### src/design/ccd_pkg.sv
// shared constants and types of the comma code decoder
package ccd_pkg;

   localparam int VALUE_BITS  = 32;
   localparam int WORD_BITS   = 32;
   localparam int OUT_BITS    = 32;
   localparam int DIGIT_BITS  = 3;
   localparam int MAX_DIGITS  = 11;
   localparam int DIGIT_FIELD = MAX_DIGITS * DIGIT_BITS;
   localparam int CNT_BITS    = $clog2(MAX_DIGITS + 1);
   localparam int CARRY_BITS  = 2;
   localparam int QUEUE_DEPTH = 2;
   localparam int QPTR_BITS   = $clog2(QUEUE_DEPTH);
   localparam int QCNT_BITS   = $clog2(QUEUE_DEPTH + 1);

   localparam logic [DIGIT_BITS-1:0] TERMINATOR = 3'd7;

   typedef struct packed {
      logic [DIGIT_FIELD-1:0] digits;
      logic [MAX_DIGITS-1:0]  term_mask;
      logic [CNT_BITS-1:0]    count;
      logic                   eos;
   } ccd_entry_type;

   typedef struct packed {
      logic push;
      logic pop;
   } ccd_queue_ctl_type;

endpackage

### src/design/ccd_queue.sv
// short queue of classified words between front and back end
module ccd_queue import ccd_pkg::*; (
   input  logic              clock,
   input  logic              reset,
   input  ccd_entry_type     wr_entry,
   output ccd_entry_type     rd_entry,
   input  ccd_queue_ctl_type ctl_in,
   output logic              full,
   output logic              empty
);

   ccd_entry_type           mem [QUEUE_DEPTH];
   logic [QPTR_BITS-1:0]    wr_ptr_ff, rd_ptr_ff;
   logic [QCNT_BITS-1:0]    count_ff, count_in;

   assign full     = (count_ff == QCNT_BITS'(QUEUE_DEPTH));
   assign empty    = (count_ff == '0);
   assign rd_entry = mem[rd_ptr_ff];

   always_comb begin
      count_in = count_ff;
      if (ctl_in.push && !ctl_in.pop) begin
         count_in = count_ff + QCNT_BITS'(1);
      end else if (!ctl_in.push && ctl_in.pop) begin
         count_in = count_ff - QCNT_BITS'(1);
      end
   end

   always_ff @(posedge clock) begin
      if (reset) begin
         wr_ptr_ff <= '0;
         rd_ptr_ff <= '0;
         count_ff  <= '0;
      end else begin
         if (ctl_in.push) begin
            wr_ptr_ff <= wr_ptr_ff + QPTR_BITS'(1);
         end
         if (ctl_in.pop) begin
            rd_ptr_ff <= rd_ptr_ff + QPTR_BITS'(1);
         end
         count_ff <= count_in;
      end
   end

   always_ff @(posedge clock) begin
      if (ctl_in.push) begin
         mem[wr_ptr_ff] <= wr_entry;
      end
   end

endmodule

### config.mk
export PLATFORM = sky130hd
export DESIGN_NAME = ccd_queue
export DESIGN_NICKNAME = d
export VERILOG_FILES = /design/src/design/ccd_pkg.sv /design/src/design/ccd_queue.sv
export SDC_FILE = /design/constraint.sdc
export NUM_CORES = 1
export LEC_CHECK = 0
export ABC_AREA = 1
export CAP_MARGIN = 30
export CORE_MARGIN = 3
export CORE_UTILIZATION = 49
export CTS_BUF_LIST = sky130_fd_sc_hd__clkbuf_4 sky130_fd_sc_hd__clkbuf_8 sky130_fd_sc_hd__clkbuf_16
export DETAILED_ROUTE_END_ITERATION = 8
export DONT_BUFFER_PORTS = 1
export PLACE_DENSITY = 0.64
export SYNTH_ARGS = -nofsm -noshare
export SYNTH_HDL_FRONTEND = slang
export SYNTH_SLANG_ARGS = --single-unit
### constraint.sdc
create_clock -name clock -period 2.7 [get_ports clock]
set_input_delay 0.135 -clock clock [delete_from_list [all_inputs] [get_ports clock]]
set_output_delay 0.135 -clock clock [all_outputs]
set_load 0.02 [all_outputs]
== Yosys cells after proc, flatten, opt, wreduce, memory -nomap -nowiden ==
Memories as Yosys holds them, arrays and structs flattened. A register that Yosys moved wholly into a read port is not among the register bits.
Index checks and enable logic that the tools add are counted.
Word-level totals
  bits in registers: 4
  RAM bits: 98
  output and inout port bits: 51
  memories: 1
Cells by class
  add/subtract/negate cells: 4
  eq/ne operators: 1
  mux-type cells: 6
  reductions and logical operators: 6
Memory list
  mem: words 2, bits a word 49, read ports 1, clocked after Yosys merged registers in 1, write ports 1, RTL line ccd_queue.sv:12  | ccd_entry_type mem [QUEUE_DEPTH];
Operators with widths (count)
  1-bit two-way mux: 4
  2-bit two-way mux: 2
  1-bit adder (second input constant): 2
  2-bit by 1-bit adder with 2-bit output (second input constant): 1
  2-bit equality test (second input constant): 1
  1-bit logical AND: 2
  1-bit logical NOT: 2
  2-bit logical NOT: 1
  2-bit nonzero test: 1
  2-bit by 1-bit subtractor with 2-bit output (second input constant): 1

== Longest topological paths before layout ==
  depth after elaboration: 4
  mapped depth: 8
  depth with buffers taken out: 8

== Worst setup path before layout ==
OpenSTA, ideal clock, no wires.
  path kind: register -> register
  start point: reg wr_ptr_ff
  end point: mem mem[0][0] (netlist bit) (enable)
  library setup time: 457 ps
  data arrival time: 2377 ps
  setup slack: -134 ps
  stages on the path, launching flop included: 2
  buffers on the path: 0
  period minus slack after synthesis: 2834 ps
  cells stage by stage: dfxtp_1 > nor2_1
RTL lines
  start, declared: RTL line ccd_queue.sv:13  | logic [QPTR_BITS-1:0] wr_ptr_ff, rd_ptr_ff;
  start signal, assigned: RTL line ccd_queue.sv:36  | wr_ptr_ff <= wr_ptr_ff + QPTR_BITS'(1);
  end, declared: RTL line ccd_queue.sv:12
Straight into the memory's write port.

==> reports/metrics.cfg <==
[floorplan]
rows=31
dieArea_mm2=0.00886
die-height_um=94.2
die_w_um=94.2
initial_core_util_pct=51.4
num_io_pins=104
core_mm2=0.00741

[global_route]
grt_pass1_vias=1978
antenna_found_initial=0
grt_max_degree=32
grt_overflow=0
grt_pass1_wl_um=10200
grtUsageTotal_pct=15.8

[finish]
antennaDiodeCount=0
multi_input_area_um2=689
drive_gt1_share_pct=28.1
fill_cells=536
nNetsFinal=302
syn_to_final_growth_pct=21.7
layout_common_cells=98 x edfxtp_1, 53 x dlygate4sd3_1, 39 x mux2_2
final_common_cell=edfxtp_1
final_cells=352
seqCellArea_mm2=0.00304

[route]
vias=1807
ant_nets=0
drc=0
drtPass1Iterations=4
via_per_inst=5.13
post_drt_wl_per_cell_um=18.9
routed_wl_um=6670
drt_iter0_drc=101

[worst_setup_path]
worstPathArrival_ps=1720
r2r_start=wr_ptr_ff
rrSetupSlack_ps=1030
worstPathMaxFanout=31
reg2reg_depth=3
worstReg2RegEnd=mem[1][26]
worst_setup_path_start_kind=flip-flop
criticalPathCategory=reg2out
critPathRequiredTime_ps=2570
crit_path_end_kind=primary output

[pwr]
peakVddDrop_mv=0.525
total_power_mw=3.09
leakage_nw=1.60
cellPowerDensity_mw_per_mm2=666

[yosys]
syn-cell-area_mm2=0.00381
syn-num-nets=239
syn_area_per_cell_um2=20.6
synth_top_area_share_pct=77.3
netlist_instances=185
ys_seq_area_share_pct=79.9
yosys_warnings=0
synth.distinct_cells=17
ys_top_cells_by_area=edfxtp_1 77%, mux2_2 12%, mux2_4 3.9%
yosys.area.top_type=edfxtp_1
ys_ff_latch=103

[sta]
fmax_mhz=538
fin_ws_ps=842
maxSlewHeadroom_pct=60.5
drv_slew=0
hold_ws_ps=49.7
setup_viol=0
tightestPinTransition_ps=592
period_share_pct=68.8
setup-tns-final_ps=0
rsz0062_at_grt=false
hold_viol=0
period_minus_slack_ps=1860
finClkSkew_ps=5.82

[cts]
clock-root-buffer=clkbuf_8
cts_tree=built
cts.sinks=103
htree_levels=3
ctsResizeCount=0
ctsHoldBuffers=53
postCtsSetupRepairBufs=0
clock_latency_ps=340
clk_pin_slew_ps=90
cts_buffers=9
ctsLongestPathBuffers=2

[run_status]
status=completed

[worst_hold_path]
hold_class=in2reg
min_delay_worst_endpoint=count_ff[0]
worstHoldPathCells=2
hold_start=ctl_in[1]

[place]
gp_congestion=0.659
hpwl_um=4340
pre_cts_ws_ps=1050
io_buffers=0
dp_cells=283

[flow_run]
cap_violations=0

## worst max-delay path, stage by stage, from the launching register on
cell     delay, ps
dfxtp_2        640
buf_12         280
mux2_2         430
## sequential cells by signal (all words and copies together) (netlist names), named ones only
name,count
mem,98
count_ff,2
rd_ptr_ff,1
wr_ptr_ff,1
## where the power goes
| part | switching [mW] | internal [mW] |
|---|---|---|
| registers | 0.0351 | 1.84 |
| logic | 0.235 | 0.163 |
| clock network | 0.470 | 0.341 |
| total | 0.740 | 2.35 |
## per-layer routing
metal,vias up,wire length (um),GRT usage [%]
met2,65,3770,28.8
met1,900,2380,16.6
met5,-,0,0
met3,16,353,4.25
met4,0,154,7.82
li1,826,-,-
## final cells by class
type	instances	area share (%)
clock buffers	10	2.84
clock inverters	6	0.810
inverters	9	0.729
multi-input cells	68	14.9
flip-flops and latches	103	65.7
well taps	99	2.67
repair buffers	57	12.4
## kinds of logic after synthesis
family / count (synthesis) / synth area share, %
compound gates: 2 / 0.263
xor+xnor: 1 / 0.230
fa+ha+maj: 1 / 0.329
buf+inv: 14 / 2.17
flops: 103 / 79.9
mux: 49 / 15.5
simple gates: 15 / 1.61
## metrics by stage
stage / util, % / area [um^2]
final: 62.5 / 4630
after global routing: 62.5 / 4630
after CTS: 62.5 / 4630
after detailed placement: 53.1 / 3930
after global placement: 53.1 / 3930
after floorplan: - / 3810
## worst max-delay path by stage
stage | cells after the start | slack, ps | to | start
floorplan | 1 | 670 | mem[0][0] | wr_ptr_ff
global placement | 3 | 1120 | mem[1][26] | wr_ptr_ff
detailed placement | 3 | 1050 | mem[1][26] | wr_ptr_ff
CTS | 2 | 810 | rd_entry[44] | flip-flop
global route | 2 | 740 | rd_entry[36] | flip-flop
finish | 2 | 840 | rd_entry[36] | flip-flop
## cells in the mapped netlist, drive strengths merged
library cell / count
dfxtp: 5
o21ai: 1
nand4: 1
buf: 5
xnor2: 1
inv: 9
mux2: 49
nand2: 5
nand3: 1
ha: 1
a21oi: 1
nor2: 7
edfxtp: 98
nor3: 1
(Power assumes the default switching activity.)
