===== config.mk =====
export PLATFORM = sky130hd
export DESIGN_NAME = ccd_front
export DESIGN_NICKNAME = d
export VERILOG_FILES = /design/src/design/ccd_pkg.sv /design/src/design/ccd_front.sv
export SDC_FILE = /design/constraint.sdc
export NUM_CORES = 1
export LEC_CHECK = 0
export ABC_AREA = 1
export BUFFER_PORTS_ARGS = -buffer_cell sky130_fd_sc_hd__buf_2
export CORE_AREA = 4 4 58 60
export DETAILED_ROUTE_END_ITERATION = 10
export DIE_AREA = 0 0 62 64
export GPL_TIMING_DRIVEN = 1
export MAX_ROUTING_LAYER = met4
export PLACE_DENSITY = 0.85
export SLEW_MARGIN = 20
export SYNTH_ARGS = -nofsm -noshare
export SYNTH_HDL_FRONTEND = slang
export SYNTH_SLANG_ARGS = --single-unit

===== constraint.sdc =====
create_clock -name clock -period 3.5 [get_ports clock]
set_input_delay 0.35 -clock clock [delete_from_list [all_inputs] [get_ports clock]]
set_output_delay 0.35 -clock clock [all_outputs]
set_load 0.03 [all_outputs]

===== src/design/ccd_pkg.sv =====
// shared constants and types of the comma code decoder
package ccd_pkg;

   localparam int VALUE_BITS  = 32;
   localparam int WORD_BITS   = 32;
   localparam int OUT_BITS    = 32;
   localparam int DIGIT_BITS  = 3;
   localparam int MAX_DIGITS  = 11;
   localparam int DIGIT_FIELD = MAX_DIGITS * DIGIT_BITS;
   localparam int CNT_BITS    = $clog2(MAX_DIGITS + 1);
   localparam int CARRY_BITS  = 2;
   localparam int QUEUE_DEPTH = 2;
   localparam int QPTR_BITS   = $clog2(QUEUE_DEPTH);
   localparam int QCNT_BITS   = $clog2(QUEUE_DEPTH + 1);

   localparam logic [DIGIT_BITS-1:0] TERMINATOR = 3'd7;

   typedef struct packed {
      logic [DIGIT_FIELD-1:0] digits;
      logic [MAX_DIGITS-1:0]  term_mask;
      logic [CNT_BITS-1:0]    count;
      logic                   eos;
   } ccd_entry_type;

   typedef struct packed {
      logic push;
      logic pop;
   } ccd_queue_ctl_type;

endpackage


===== src/design/ccd_front.sv =====
// front end: joins carried bits with each word, splits digits, marks terminators
module ccd_front import ccd_pkg::*; (
   input  logic          clock,
   input  logic          reset,
   input  logic          accept,
   input  logic [WORD_BITS-1:0] word,
   input  logic          end_of_stream,
   output ccd_entry_type entry
);

   logic [CARRY_BITS-1:0]  carry_bits_ff, carry_bits_in;
   logic [1:0]             carry_count_ff, carry_count_in;
   logic [DIGIT_FIELD:0]   stream;

   always_comb begin
      stream         = '0;
      carry_bits_in  = '0;
      carry_count_in = '0;
      entry.count    = CNT_BITS'(MAX_DIGITS);
      case (carry_count_ff)
         2'd1: begin
            stream = {1'b0, word, carry_bits_ff[0]};
         end
         2'd2: begin
            stream            = {word, carry_bits_ff};
            carry_bits_in[0]  = word[WORD_BITS-1];
            carry_count_in    = 2'd1;
         end
         default: begin
            stream         = {2'b00, word};
            carry_bits_in  = word[WORD_BITS-1 -: CARRY_BITS];
            carry_count_in = 2'd2;
            entry.count    = CNT_BITS'(MAX_DIGITS - 1);
         end
      endcase
      if (end_of_stream) begin
         carry_bits_in  = '0;
         carry_count_in = '0;
      end
      entry.digits = stream[DIGIT_FIELD-1:0];
      entry.eos    = end_of_stream;
      for (int i = 0; i < MAX_DIGITS; i++) begin
         entry.term_mask[i] = (stream[i*DIGIT_BITS +: DIGIT_BITS] == TERMINATOR) &&
                              (CNT_BITS'(i) < entry.count);
      end
   end

   always_ff @(posedge clock) begin
      if (reset) begin
         carry_bits_ff  <= '0;
         carry_count_ff <= '0;
      end else if (accept) begin
         carry_bits_ff  <= carry_bits_in;
         carry_count_ff <= carry_count_in;
      end
   end

endmodule


======== Word level (Yosys, flattened, before mapping) ========
Cells that the tools add are included.
storage, ports and cells
  register bits after elaboration ......... 4
  input bits .............................. 36
  output and inout port bits .............. 49
cells by class
  order comparisons ....................... 11
  eq/ne operators ......................... 13
  mux-type cells .......................... 7
  reductions and logical operators ........ 12
operator list
  cell                  count
  $pmux W33 S2          1
  $eq A3 B3 Y1 const B  11
  $lt A3 B4 Y1 const A  4
  $lt A4 B4 Y1 const A  3
  $logic_and A1 B1 Y1   11
  $lt A1 B4 Y1 const A  2
  $lt A2 B4 Y1 const A  2
  $mux W2               2
  $pmux W2 S2           1
  $eq A2 B1 Y1 const B  1
  $eq A2 B2 Y1 const B  1
  $mux W1               2
  $pmux W1 S2           1
  $reduce_or A2 Y1      1

======== Longest topological paths before layout ========
  word-level depth ........................ 5
  gate-level depth with buffers ........... 10
  gate-level depth less buffers ........... 8

======== Worst setup path before layout ========
Ideal clock, no wire load.
  path type ............................... register -> output
  start point ............................. register carry_count_ff[0]
  end point ............................... output entry[10] (netlist bit)
  arrival ................................. 1.847 ns
  required time ........................... 3.150 ns
  slack ................................... 1.303 ns
  stages on the path, launching flop included .. 10
  cells stage by stage .................... dfxtp_1 -> inv_1 -> ha_1 -> buf_6 -> inv_4 -> buf_4 -> nand2_1 -> nand2_1 -> nand2_1 -> nor2_1
RTL lines
  element                 line             RTL
  from (decl)             ccd_front.sv:12  logic [1:0] carry_count_ff, carry_count_in;
  from (signal assigned)  ccd_front.sv:54  carry_count_ff <= carry_count_in;
  to (decl)               ccd_front.sv:8   output ccd_entry_type entry

==> results.ini <==
[run_status]
status=finished, final reports clean

[synthesis]
synth_top_family_by_area=simple AND/OR/NAND/NOR gates
synthMuxAreaShare=0
post_synth_fa_ha_maj_area_fraction=0.0201
synth_seq_cells=4
synth-seq-area-share=0.0642
syn_area_um2=1250
synth_compound_area_frac=0.0973
yosys_warnings=0
yosysUniqueCellTypes=21
syn_avg_cell_area_um2=4.78
synth_simple_gate_area_frac=0.628
synth-xor-area-share=0
synthCells=261

[routing]
via_per_inst=4.70
first_iter_violations=112
vias=1705
postRouteAntennaNets=0
drt-total-wl_um=3350
drcViolationCount=0
wl_per_cell_um=9.24
dr.pass1.iters=4

[critical_path]
startpoint_type=register
cp.required_ns=3.15
max_stage_delay_ns=0.65
endpoint_kind=output pin
cp_max_fo=34
cp.arrival_ns=2.24
crit_slowest_cell=ha_1
crit_type=reg -> out
critical_path.cell_chain=inv_1, ha_1, inv_4, or2_2, o21ai_0, nor2_1, buf_2
path_buf_inv=3
critPathTopFamily=adder cells

[layout]
area_growth_pct=26.3
fin_area_um2=1580
drive_gt1_frac=0.309
antenna_cells=0
layout_commonest_cell=nand2_1
finalNetCount=370
fin_util=0.538
layout_common_cells=nand2_1 (172), buf_2 (81), inv_1 (15), nor2_1 (14), o21ai_2 (7)

[grt]
track_usage=0.169
grt_pass1_wl_um=5380
antenna_found_initial=0
grt_max_degree=36
grt_remaining_overflow=0
grt_pass1_vias=1369

[clock_tree]
clkTransAtPathRegs_ns=0.04
root_buffer=clkbuf_4
cts_resized=0
hold_buffers=0
clock-sinks=4
htreeDepth=1
clock_path_buffers=2
cts_tree=built
cts_buffers=3
clkLatencyLatePin_ns=0.24
postCtsSetupRepairBufs=0

[sta]
skew_ns=0.00303
finalMaxSlewViolations=0
min_period_ns=2.59
rsz0062_at_grt=no
fin_crit_sh=0.739
fmax_mhz=387
tightest_slew_ns=0.576
setup_viol=0
tns_ns=0
final_hold_viol_count=0
slew_headroom=0.616
hold-worst-slack_ns=0.314

[placed_design]
place_congestion=0.851
portBuffers=81
hpwl_um=2660
placed_cell_area_um2=1550

[die]
pin_count=85
fp-row-count=20
die-area_um2=3970
start_util=0.426
die_h_um=64
core_area_um2=2930
die_w_um=62

[pwr]
leakagePower_nw=1.04
irDropWorstVdd_v=0.000132
cellPowerDensity_nw_per_um2=239

[min_path]
hp-class=in -> reg

[flow_run]
max_cap_violations=0

## final timing paths
check / start / endpoint / slack (ns) / cells past startpoint
min: reset / carry_bits_ff[0] / 0.31 / 2
min reg2reg: carry_bits_ff[0] / carry_bits_ff[0] / 0.47 / 2
max: carry_count_ff[0] / entry[6] / 0.91 / 7
max reg2reg: carry_count_ff[0] / carry_bits_ff[0] / 1.80 / 6
## final cells by class
type / count / area (µm²)
Sequential cell: 4 / 80.1
Fill cell: 319 / 1350
Inverter: 16 / 62.6
Multi-Input combinational cell: 223 / 941
Timing Repair Buffer: 84 / 428
Clock buffer: 3 / 22.5
Tap cell: 33 / 41.3
## cells in the mapped netlist (all sizes together)
master,n,area (µm²)
nand2,174,658
buf,19,168
inv,16,62.6
nor2,14,52.6
o21ai,12,86.3
or2,10,62.6
a21oi,5,28.8
dfxtp,4,80.1
conb,2,7.51
ha,2,25.0
nand3,2,10.0
a31oi,1,6.26
## power by group
| group | total [W] | switching, W | internal [W] | leakage (nW) |
|---|---|---|---|---|
| clock network | 0.0000573 | 0.0000189 | 0.0000383 | 0.0138 |
| registers | 0.0000490 | 0.00000124 | 0.0000478 | 0.0326 |
| logic | 0.000271 | 0.000191 | 0.0000799 | 0.991 |
## state kept, by name (all words and copies together) (netlist names)
register	cells
carry_count_ff	2
carry_bits_ff	2
## worst register-to-register path: stages, from the launching register on
cell,delay (ns)
dfxtp_1,0.35
inv_1,0.05
ha_1,0.65
inv_4,0.26
nand2_1,0.13
nand3_1,0.07
a21oi_1,0.12
## cell families (layout without fill, tap and decap cells)
group / Yosys count / in the layout
buffers and inverters: 35 / 103
other: 2 / 3
flip-flops: 4 / 4
adder cells (fa/ha/maj): 2 / 2
AO/OA/AOI/OAI: 18 / 18
AND/OR/NAND/NOR: 200 / 200
## per-layer routing
layer / part of all wire / global-route usage / wire (µm)
met1: 0.43 / 0.220 / 1450
met2: 0.47 / 0.277 / 1580
met3: 0.089 / 0.0222 / 300
met4: 0.0072 / 0.0318 / 24
met5: 0 / - / 0
## per-stage QoR
step,std cells,total power [W],setup WS [ns]
floorplan,262,0.000253,1.30
global placement,360,0.000320,1.23
detailed placement,360,0.000321,1.16
CTS,363,0.000381,0.896
global route,363,0.000409,0.734
finish,363,0.000377,0.913
Note: power is estimated with default switching activity, not from simulation.
